### src/rtl/assert_macros.svh
// assertion macros used by category_set_insert_lookup_unit
// no dependencies
`ifndef ASSERT_MACROS_SVH
`define ASSERT_MACROS_SVH

// property that holds on every clock edge out of reset
`define CSIL_ASSERT(label, clk, rst, prop) \
    label: assert property (@(posedge clk) disable iff (rst) (prop)) \
        else $error("assertion failed");

// implication checked on every clock edge out of reset
`define CSIL_ASSERT_IMP(label, clk, rst, ante, cons) \
    label: assert property (@(posedge clk) disable iff (rst) (ante) |-> (cons)) \
        else $error("implication failed");

`endif

### src/rtl/csil_pkg.sv
// constants and codes for the category set insert and lookup unit
// no dependencies
`timescale 1ns / 1ps

package csil_pkg;

    localparam int CAPACITY = 16;
    localparam int CAT_W    = 64;
    localparam int FILL_W   = 5;
    localparam int IDX_W    = (CAPACITY > 1) ? $clog2(CAPACITY) : 1;
    localparam int CNT_W    = $clog2(CAPACITY + 1);

    localparam logic FUNC_ADD   = 1'b0;
    localparam logic FUNC_QUERY = 1'b1;

    localparam logic STATUS_OK   = 1'b0;
    localparam logic STATUS_FULL = 1'b1;

endpackage

### src/rtl/csil_if.sv
// request and result channel interfaces
// depends on csil_pkg
`timescale 1ns / 1ps

interface csil_in_if;
    import csil_pkg::*;

    logic             valid;
    logic             ready;
    logic             func;
    logic [CAT_W-1:0] category;

    modport source (output valid, output func, output category, input ready);
    modport sink   (input valid, input func, input category, output ready);
endinterface

interface csil_out_if;
    import csil_pkg::*;

    logic              valid;
    logic              ready;
    logic              present;
    logic              status;
    logic [FILL_W-1:0] fill_count;

    modport source (output valid, output present, output status, output fill_count,
                    input ready);
    modport sink   (input valid, input present, input status, input fill_count,
                    output ready);
endinterface

### src/rtl/category_set_insert_lookup_unit.sv
// category set insert and lookup unit: slot store, scan sequencer, result register
// depends on csil_pkg, csil_if and assert_macros.svh
//
//   channel  dir  payload                          transfer when
//   i_in     in   func, category                   valid && ready
//   o_out    out  present, status, fill_count      valid && ready
//
// one item passes through the accepting idle state, a scan of the used slots with one slot compare
// per cycle through the single 64-bit comparator and an end-of-scan step, then a commit step that
// waits for the output register to be free; a match ends the scan early
// i_in.ready is high only while the sequencer is idle
// a finished result sits in the output register; the next item is scanned meanwhile
// and its commit waits until that result has been transferred
// reset clears the fill count and the control state; slot contents are not cleared
`timescale 1ns / 1ps
`include "assert_macros.svh"

module category_set_insert_lookup_unit (
    input  logic        i_clk,
    input  logic        i_rst_n,
    csil_in_if.sink     i_in,
    csil_out_if.source  o_out
);
    import csil_pkg::*;

    typedef enum logic [1:0] {S_IDLE, S_SCAN, S_COMMIT} t_state;

    t_state             r_state;
    logic               r_func;
    logic [CAT_W-1:0]   r_cat;
    logic [CNT_W-1:0]   r_idx;
    logic [CNT_W-1:0]   r_used;
    logic               r_found;
    logic               r_hole_ok;
    logic [IDX_W-1:0]   r_hole_idx;
    logic               r_out_valid;
    logic               r_out_present;
    logic               r_out_status;
    logic [FILL_W-1:0]  r_out_fill;

    logic [CAT_W-1:0]   r_slots [CAPACITY];

    logic [CAT_W-1:0]   w_rd;
    logic               w_go;
    logic               w_ins;
    logic               w_room;
    logic               w_write;
    logic [IDX_W-1:0]   w_waddr;
    logic [CNT_W-1:0]   n_used;
    logic               n_status;

    assign w_rd = r_slots[r_idx[IDX_W-1:0]];
    assign w_go = !r_out_valid || o_out.ready;

    // insert decision for the commit cycle
    always_comb begin
        w_ins    = (r_func == FUNC_ADD) && !r_found;
        w_room   = r_used < CNT_W'(CAPACITY);
        w_write  = 1'b0;
        w_waddr  = r_hole_idx;
        n_used   = r_used;
        n_status = STATUS_OK;
        if (w_ins) begin
            if (r_hole_ok) begin
                w_write = 1'b1;
            end else if (w_room) begin
                w_write = 1'b1;
                w_waddr = r_used[IDX_W-1:0];
                n_used  = r_used + CNT_W'(1);
            end else begin
                n_status = STATUS_FULL;
            end
        end
    end

    always_ff @(posedge i_clk) begin
        if (r_state == S_COMMIT && w_go && w_write) begin
            r_slots[w_waddr] <= r_cat;
        end
    end

    always_ff @(posedge i_clk) begin
        if (!i_rst_n) begin
            r_state     <= S_IDLE;
            r_used      <= '0;
            r_out_valid <= 1'b0;
            r_found     <= 1'b0;
            r_hole_ok   <= 1'b0;
            r_idx       <= '0;
        end else begin
            if (r_out_valid && o_out.ready) begin
                r_out_valid <= 1'b0;
            end
            unique case (r_state)
                S_IDLE: begin
                    if (i_in.valid) begin
                        r_func    <= i_in.func;
                        r_cat     <= i_in.category;
                        r_idx     <= '0;
                        r_found   <= 1'b0;
                        r_hole_ok <= 1'b0;
                        r_state   <= S_SCAN;
                    end
                end
                S_SCAN: begin
                    if (r_idx == r_used) begin
                        r_state <= S_COMMIT;
                    end else if (w_rd == r_cat) begin
                        r_found <= 1'b1;
                        r_state <= S_COMMIT;
                    end else begin
                        if (w_rd == '0 && !r_hole_ok) begin
                            r_hole_ok  <= 1'b1;
                            r_hole_idx <= r_idx[IDX_W-1:0];
                        end
                        r_idx <= r_idx + CNT_W'(1);
                    end
                end
                S_COMMIT: begin
                    if (w_go) begin
                        r_used        <= n_used;
                        r_out_valid   <= 1'b1;
                        r_out_present <= r_found;
                        r_out_status  <= n_status;
                        r_out_fill    <= FILL_W'(n_used);
                        r_state       <= S_IDLE;
                    end
                end
                default: r_state <= S_IDLE;
            endcase
        end
    end

    assign i_in.ready       = (r_state == S_IDLE);
    assign o_out.valid      = r_out_valid;
    assign o_out.present    = r_out_present;
    assign o_out.status     = r_out_status;
    assign o_out.fill_count = r_out_fill;

    `CSIL_ASSERT(a_used_bound, i_clk, !i_rst_n, r_used <= CNT_W'(CAPACITY))
    `CSIL_ASSERT(a_used_grows, i_clk, !i_rst_n, r_used >= $past(r_used))
    `CSIL_ASSERT_IMP(a_scan_bound, i_clk, !i_rst_n, r_state == S_SCAN, r_idx <= r_used)
    `CSIL_ASSERT_IMP(a_full_only_at_cap, i_clk, !i_rst_n,
        r_out_valid && r_out_status == STATUS_FULL, r_used == CNT_W'(CAPACITY))

endmodule

### src/flat_wrapper.sv
// flat-port wrapper written by rule: the top's interface ports become plain ports
module category_set_insert_lookup_unit_flat import csil_pkg::*;
  (i_clk, i_rst_n, i_in_valid, i_in_func, i_in_category, i_in_ready, o_out_valid, o_out_present, o_out_status, o_out_fill_count, o_out_ready);
  csil_in_if i_in_i ();
  csil_out_if o_out_i ();
  input  logic i_clk;
  input  logic i_rst_n;
  input wire logic [$bits(i_in_i.valid)-1:0] i_in_valid;
  input wire logic [$bits(i_in_i.func)-1:0] i_in_func;
  input wire logic [$bits(i_in_i.category)-1:0] i_in_category;
  output wire logic [$bits(i_in_i.ready)-1:0] i_in_ready;
  output wire logic [$bits(o_out_i.valid)-1:0] o_out_valid;
  output wire logic [$bits(o_out_i.present)-1:0] o_out_present;
  output wire logic [$bits(o_out_i.status)-1:0] o_out_status;
  output wire logic [$bits(o_out_i.fill_count)-1:0] o_out_fill_count;
  input wire logic [$bits(o_out_i.ready)-1:0] o_out_ready;
  assign i_in_i.valid = i_in_valid;
  assign i_in_i.func = i_in_func;
  assign i_in_i.category = i_in_category;
  assign i_in_ready = i_in_i.ready;
  assign o_out_valid = o_out_i.valid;
  assign o_out_present = o_out_i.present;
  assign o_out_status = o_out_i.status;
  assign o_out_fill_count = o_out_i.fill_count;
  assign o_out_i.ready = o_out_ready;
  category_set_insert_lookup_unit u_core (.i_clk(i_clk), .i_rst_n(i_rst_n), .i_in(i_in_i), .o_out(o_out_i));
endmodule
### config.mk
export PLATFORM = sky130hd
export DESIGN_NAME = category_set_insert_lookup_unit_flat
export DESIGN_NICKNAME = d
export VERILOG_FILES = /design/src/rtl/csil_pkg.sv /design/src/rtl/csil_if.sv /design/src/rtl/category_set_insert_lookup_unit.sv /design/src/flat_wrapper.sv
export VERILOG_INCLUDE_DIRS = /design/src /design/src/rtl
export SDC_FILE = /design/constraint.sdc
export NUM_CORES = 1
export LEC_CHECK = 0
export BUFFER_PORTS_ARGS = -buffer_cell sky130_fd_sc_hd__buf_4
export CAP_MARGIN = 25
export CORE_MARGIN = 4
export CORE_UTILIZATION = 55
export CTS_CLUSTER_SIZE = 8
export DETAILED_ROUTE_END_ITERATION = 7
export HOLD_SLACK_MARGIN = 0.05
export PLACE_DENSITY = 0.78
export SYNTH_ARGS = -nofsm -noshare
export SYNTH_HDL_FRONTEND = slang
export SYNTH_SLANG_ARGS = --single-unit
### constraint.sdc
create_clock -name i_clk -period 4.69 [get_ports i_clk]
set_input_delay 0.469 -clock i_clk [delete_from_list [all_inputs] [get_ports i_clk]]
set_output_delay 0.469 -clock i_clk [all_outputs]
set_load 0.02 [all_outputs]
* After elaboration in Yosys (flattened, before gate mapping)
Memories as Yosys holds them, arrays and structs flattened. A register that Yosys moved wholly into a read port is not among the register bits.
Cells that the tools add are included.
W data, S select, Z words.
** Operators by class
- Add/subtract/negate cells :: 2
- Order comparisons :: 1
- Eq/ne operators :: 11
- Mux-type cells :: 34
- Bitwise operators :: 4
- Reductions and logical operators :: 21
** Operators with widths (count)
- $eq A64 B64 Y1 :: 1
- $logic_not A64 Y1 :: 1
- $mux W5 :: 6
- $mux W4 :: 5
- $mux W1 :: 15
- $add A5 B1 Y5 const B :: 2
- $pmux W5 S2 :: 1
- $reduce_and A5 Y1 :: 2
- $reduce_and A3 Y1 :: 3
- $mux W2 :: 4
- $reduce_and A4 Y1 :: 2
- $ne A2 B1 Y1 const B :: 3
- $ne A2 B2 Y1 const B :: 3
- $pmux W2 S3 :: 1
- $eq A5 B5 Y1 :: 1
- $logic_and A1 B1 Y1 :: 5
- $lt A5 B5 Y1 const B :: 1
- $not A1 Y1 :: 4
- $pmux W1 S2 :: 2
- $logic_not A1 Y1 :: 3
- $ne A3 B1 Y1 const B :: 1
- $eq A2 B1 Y1 const B :: 1
- $eq A2 B2 Y1 const B :: 1
- $logic_not A2 Y1 :: 1
- other kinds (4) :: 4
** Storage, ports and cells
- Register bits :: 91
- Bits in writable memories :: 1024
- Memories kept :: 1
** Memory list
- u_core.r_slots :: words 16, width 64, read ports 1, clocked after memory_dff 1, write ports 1, line category_set_insert_lookup_unit.sv:41 : logic [CAT_W-1:0] r_slots [CAPACITY];

* Logic depth before layout (Yosys ltp)
Gate-level depths: netlist of the first run.
- Word-level depth :: 7
- Gate-level depth with buffers :: 16
- Mapped depth without buffers :: 10

* Worst setup path before layout of the first run
OpenSTA, ideal clock, no wires.
- Path type :: register -> register
- Start point :: register u_core.r_used[4]
- End point :: memory u_core.r_slots[8][0], enable pin
- Library setup time :: 0.487 ns
- Data arrival time :: 4.358 ns
- Data required time :: 4.203 ns
- Setup slack :: -0.155 ns
- Stages on the path, launching flop included :: 6
- Buffers on the path :: 2
- Clock period less this slack :: 4.845 ns
- Cells stage by stage :: dfxtp_1 clkbuf_1 nor4_1 clkbuf_1 a31oi_1 nor2_1
** On the way
- Word-level cells in the longest chain between the ends :: 7
- Elaborated cells on any way between the ends :: 10
** RTL lines
- start: declaration :: line category_set_insert_lookup_unit.sv:32 : logic [CNT_W-1:0] r_used;
- start signal: assignment :: line category_set_insert_lookup_unit.sv:121 : r_used <= n_used;
- $lt A5 B5 Y1 * :: line category_set_insert_lookup_unit.sv:58 : w_room = r_used < CNT_W'(CAPACITY);
- $mux W1 :: line category_set_insert_lookup_unit.sv:66 : end else if (w_room) begin
- $mux W1 :: line category_set_insert_lookup_unit.sv:64 : if (r_hole_ok) begin
- $mux W1 :: line category_set_insert_lookup_unit.sv:63 : if (w_ins) begin
- $logic_and A1 B1 Y1 :: line category_set_insert_lookup_unit.sv:77 : if (r_state == S_COMMIT && w_go && w_write) begin
- $mux W1 :: line category_set_insert_lookup_unit.sv:77
- $mux W1 (implied by the code) :: line category_set_insert_lookup_unit.sv:78 : r_slots[w_waddr] <= r_cat;
- end: declaration :: line category_set_insert_lookup_unit.sv:41
Mark *: on every way between the ends. The rest lies on a longest branch, timed or not.

==> flow_metrics.tcl, run 1 <==
set metrics [dict create \
    final_common_cell "edfxtp_1" \
    crit_family "simple AND/OR/NAND/NOR gates" \
    syn_nets 2442 \
    hpwlAfterDp_mm 66.8 \
    irDropWorstVdd_v 0.000342 \
    synth.area.mux_share 0.153 \
    slew_viol_final 0 \
    setup_violations 0 \
    avgRoutedWirePerCell_um 30.7 \
    synth-seq-cells 1119 \
    synthArstFlopShare 0 \
    status "finished clean" \
    power_density_nw_per_um2 403 \
    fin_ws_ns 0.187 \
    cts_max_path_buffers 3 \
    maxCapViolations 0 \
    cts_buffers 157 \
    layout_common_cells "edfxtp_1, mux4_2, mux2i_1, buf_4, clkbuf_16" \
    cp.required_ns 5.06 \
    synthXorXnorAreaFrac 0.0201 \
    grt_overflow_total 0 \
    worst_setup_path_end_kind "flop" \
    cts_root_buffer "clkbuf_16" \
    clock-sinks 1119 \
    grt_pass1_vias 25800 \
    drc 0 \
    grt_use_total 0.270 \
    cts.clk_slew.worst_paths_ns 0.05 \
    fin_crit_ns 4.50 \
    synth_compound_area_frac 0.0308 \
    viasPerCell 6.67 \
    antenna_left 0 \
    core_um2 81100 \
    power_frac_seq 0.522 \
    clock_skew_ns 0.0281 \
    crit_path_max_incr_delay_ns 0.91 \
    leakage_nw 16.8 \
    synth_edf_count 1100 \
    slew_headroom 0.300 \
    timing.critical_path.mode_cell "buf_4" \
    drt-total-wl_mm 116 \
    rsz0062_at_grt "no" \
    arrival_ns 4.88 \
    yosysWarnings 0 \
    power_frac_comb 0.014 \
    ys_top_cells_by_area "edfxtp_1, mux4_2, mux2i_1" \
    hold_viol 0 \
    holdCritPathClass "input port to flop" \
    dieArea_um2 87000 \
    path_cells "buf_4 > mux4_2 > nand2_1 > and3_1 > a31oi_1 > nor4b_1 > nand4b_1 > nor3_1 > nand4_1 > buf_4 > nor4_2" \
    synth_top_area_frac 0.730 \
    ys_seq_area_frac 0.738 \
    grt_pass1_wl_mm 171 \
    swShare 0.197 \
    whs_ns 0.188 \
    dp_slack_ns 0.118 \
    synth_fa_ha_area_frac 0.000553 \
    antenna_cells 0 \
    yosys.area.top_type "edfxtp_1" \
    path_buf_inv 2 \
    syn_area_um2 45300 \
    synth_top_family_by_area "multiplexers" \
    crit_path_start_kind "flop" \
    criticalPathCategory "flop to flop" \
    fmax_mhz 222 \
    drive_above_1_share 0.243 \
    io_buffers 77 \
    cts_tree "yes" \
    tightestPinTransition_ns 1.04 \
    antenna_found_initial 0 \
    clk_latency_ns 0.73 \
    firstDrtPassIters 6 \
    syn-instance-count 2371 \
    grt_start_max_net_pins 65 \
    ios 78 \
    fp.dieH_um 295 \
    drt-initial-drc-count 3341 \
    fp.dieW_um 295 \
    initial_core_util 0.559 \
    p_sw_mw 4.20 \
    syn_to_final_growth_pct 17.0 \
    nets 2771 \
    synth.distinct_cells 66 \
    htreeDepth 4 \
    r2r_slack_ns 0.19 \
    critPathMaxFanout 52 \
    synth-simple-area-share 0.0411 \
    vias 25300 \
    pwr-share-clk 0.464 \
    rows 104 \
    synthFlopType "edfxtp_1" \
    p_int_mw 17.1 \
    syn_area_per_cell_um2 19.1 \
    gp_congestion 0.909 \
    crit_slowest_cell "dfxtp_4" \
    fin_crit_sh 0.960 \
]
-- cell families (layout without fill, tap and decap cells) --
kind of cell | count (synthesis) | in the layout
AOI/OAI and AO/OA | 204 | 204
xor gates and xnor gates | 104 | 104
adders and majority gates | 2 | 2
buffers and inverters | 128 | 483
DFF | 1119 | 1119
muxes | 435 | 435
and+or+nand+nor | 379 | 379
-- final timing paths --
path	cells past startpoint	end	from
min	4	u_core.r_state[0]$_SDFFE_PN0P_	i_in_valid
max	11	u_core.r_hole_idx[1]$_DFFE_PP_	flop
min reg2reg	1	u_core.r_state[0]$_SDFFE_PN0P_	u_core.r_state[1]$_SDFFE_PN0P_
max reg2reg	11	u_core.r_hole_idx[1]$_DFFE_PP_	flop
-- power by group through the flow --
stage / registers [mW] / logic, mW / clock network [mW]
final: 11.1 / 0.295 / 9.89
after floorplan: 11.3 / 0.107 / 0
after global routing: 11.1 / 0.315 / 10.5
after detailed placement: 11.3 / 0.247 / 0
after CTS: 11.1 / 0.295 / 10.0
after global placement: 11.3 / 0.243 / 0
-- synth_stat cells, drive strengths merged (3+ instances only) --
library cell	number
o311ai	4
nand2b	14
o21ai	33
mux4	202
nand3	21
mux2	36
xnor2	62
clkbuf	18
buf	99
a31oi	20
a22o	10
dfxtp	19
a221oi	24
nor2	74
nor3b	6
o31ai	4
inv	10
or3	3
nor3	39
a21oi	40
nand2	113
nand4	15
and2	5
mux2i	197
edfxtp	1100
a22oi	15
xor2	42
o22ai	17
or4	8
and3	5
o2111ai	4
nor2b	16
a211oi	14
nor4	54
-- layout make-up --
cell class,count,area (µm²)
well taps,1060,1330
multi-input cells,1124,11300
flip-flops and latches,1119,33400
clock inverters,12,179
clock buffers,173,4010
fillers,5185,28100
repair buffers,287,2700
inverters,11,42.5
-- flip-flops by register name (all words and copies together) (netlist names), named ones only --
name / flops
u_core.r_hole_ok: 1
u_core.o_out.present: 1
u_core.r_found: 1
u_core.r_state: 2
u_core.r_hole_idx: 4
u_core.r_func: 1
u_core.o_out.fill_count: 5
u_core.r_used: 5
u_core.o_out.status: 1
u_core.r_idx: 5
u_core.r_slots: 1024
u_core.o_out.valid: 1
u_core.r_cat: 64
-- stage by stage --
stage                     cells  total power, mW  utilization  setup TNS [ns]  instance area [µm²]
after global routing       3786             21.9        0.653               0                53000
after global placement     3534             11.6        0.593               0                48100
after CTS                  3786             21.4        0.653               0                52900
after detailed placement   3534             11.6        0.593               0                48100
after floorplan            2371             11.4            -         -127.94                45300
final                      3786             21.3        0.653               0                53000
-- worst min-delay path, stage by stage --
cell	delay, ns
buf_4	0.09
nor2b_1	0.12
a31oi_1	0.05
nor3_1	0.14
-- what timing repair did --
item | in CTS | in global routing
endpoints found under the setup margin | 0 | 6
endpoints found under the hold margin | 69 | 0
buffers inserted | 0 | 0
hold buffers | 67 | 0
gates resized for setup | 0 | 2
-- layer usage --
metal	GRT usage	vias to the layer above	part of all wire
li1	-	10300	-
met1	0.372	12900	0.37
met2	0.434	1761	0.48
met3	0.0525	305	0.10
met4	0.110	0	0.038
met5	0	-	0
(Power assumes the default switching activity.)
==> run 2, diff against run 1 <==
--- a/config.mk
+++ b/config.mk
@@ -10,6 +10,7 @@
 export CAP_MARGIN = 25
 export CORE_MARGIN = 4
 export CORE_UTILIZATION = 55
+export CTS_BUF_LIST = sky130_fd_sc_hd__clkbuf_8
 export CTS_CLUSTER_SIZE = 8
 export DETAILED_ROUTE_END_ITERATION = 7
 export HOLD_SLACK_MARGIN = 0.05
==> run 2 against run 1 <==
Compared with the run above:
- worst hold slack worse by 0.10 ns
- global-route usage down 0.67 points
- sequential cell count unchanged
- utilization down 1.5 points
==> flow_metrics.tcl, run 2 (synthesis results as in run 1) <==
set metrics [dict create \
    status "finished clean" \
    fp.dieH_um 295 \
    slew_viol_final 0 \
    whs_ns 0.0860 \
    drt-initial-drc-count 3219 \
    grt_overflow_total 0 \
    holdCritPathClass "input port to flop" \
    avgRoutedWirePerCell_um 29.3 \
    rsz0062_at_grt "no" \
    dieArea_um2 87000 \
    worst_setup_path_end_kind "flop" \
    cts_root_buffer "clkbuf_8" \
    hold_viol 0 \
    hpwlAfterDp_mm 66.8 \
    clk_latency_ns 0.83 \
    leakage_nw 16.6 \
    nets 2790 \
    cts_buffers 175 \
    cts_tree "yes" \
    fin_crit_ns 4.57 \
    grt_pass1_vias 25700 \
    maxCapViolations 0 \
    cp.required_ns 5.39 \
    grt_start_max_net_pins 65 \
    viasPerCell 6.51 \
    power_density_nw_per_um2 360 \
    stdcell_count 3892 \
    tightestPinTransition_ns 1.10 \
    setup_violations 0 \
    ios 78 \
    clock_skew_ns 0.0356 \
    dp_cells 3534 \
    core_um2 81100 \
    top_regs "u_core.r_slots: 1024 flops, u_core.r_cat: 64 flops" \
    fmax_mhz 219 \
    grt_pass1_wl_mm 168 \
    io_buffers 77 \
    critPathMaxFanout 19 \
    cts.clk_slew.worst_paths_ns 0.06 \
    antenna_left 0 \
    multiInputGateArea_um2 11300 \
    crit_path_start_kind "flop" \
    seq_area_um2 33400 \
    syn_to_final_growth_pct 14.3 \
    top_register "u_core.r_slots" \
    vias 25300 \
    rows 104 \
    fp.dieW_um 295 \
    antenna_found_initial 2 \
    criticalPathCategory "flop to flop" \
    gp_congestion 0.909 \
    drt-total-wl_mm 114 \
    power_mw 18.6 \
    slew_headroom 0.266 \
    fill_cells 5383 \
    grt_use_total 0.264 \
    clock-sinks 1119 \
    tns_ns 0 \
    cts_max_path_buffers 3 \
    fin_crit_sh 0.974 \
    largest_reg_flops 1024 \
    htreeDepth 4 \
    firstDrtPassIters 5 \
    drc 0 \
    arrival_ns 5.27 \
    irDropWorstVdd_v 0.000276 \
    initial_core_util 0.559 \
    final_common_cell "edfxtp_1" \
    layout_common_cells "edfxtp_1, mux4_2, mux2i_1, buf_4, clkbuf_8" \
    drive_above_1_share 0.244 \
]
==> run 2: critical path, cell delays in order, from the launching register on <==
cell and delay [ns]:
dfxtp_4 0.57, buf_12 0.25, buf_4 0.20, mux4_2 0.49, mux2i_1 0.31, mux2i_1 0.14
xor2_1 0.17, buf_4 0.20, nor4_1 0.48, buf_4 0.23, o2111a_1 0.32, nand4_1 0.24
buf_4 0.27, and2_1 0.16, o311ai_1 0.36
==> run 2: layer usage <==
metal	GRT usage	vias to the layer above	wire, µm
met5	0	-	23
met4	0.103	2	4090
met3	0.0564	279	12000
met2	0.423	1704	54900
met1	0.361	13000	42800
li1	-	10400	-
==> run 2: per-stage QoR <==
step / cell area, µm² / worst slack [ns] / util
5_1_grt: 51800 / 0.000380 / 0.639
4_1_cts: 51700 / 0.116 / 0.638
6_report: 51800 / 0.124 / 0.639
3_5_place_dp: 48100 / 0.118 / 0.593
3_3_place_gp: 48100 / 0.214 / 0.593
2_1_floorplan: 45300 / -0.155 / -
==> run 2: power by group <==
part	total, mW	internal [mW]	switching [mW]
clock	7.21	3.56	3.65
combinational	0.294	0.140	0.153
sequential	11.1	11.0	0.120
==> run 2: worst paths after layout <==
path,startpoint,to,slack (ns),cells after the start
max,flop,flop,0.12,14
max reg2reg,flop,flop,0.12,14
min reg2reg,u_core.r_state[1]$_SDFFE_PN0P_,u_core.r_state[0]$_SDFFE_PN0P_,0.51,1
min,i_in_valid,u_core.r_state[0]$_SDFFE_PN0P_,0.09,4
==> run 2: area by class of cell <==
| type | count | share of cell area |
|---|---|---|
| Sequential cell | 1119 | 0.646 |
| Multi-Input combinational cell | 1124 | 0.218 |
| Timing Repair Buffer | 288 | 0.0525 |
| Clock buffer | 177 | 0.0471 |
| Tap cell | 1060 | 0.0256 |
| Clock inverter | 112 | 0.0108 |
| Inverter | 11 | 0.000822 |
| Antenna cell | 1 | 0.0000483 |
==> run 2: what timing repair did <==
action                                 4_1_cts  5_1_grt
buffers inserted                             0        1
setup endpoints to repair                    0        4
hold buffers                                67        0
resized for setup                            0        1
endpoints found under the hold margin       73        0
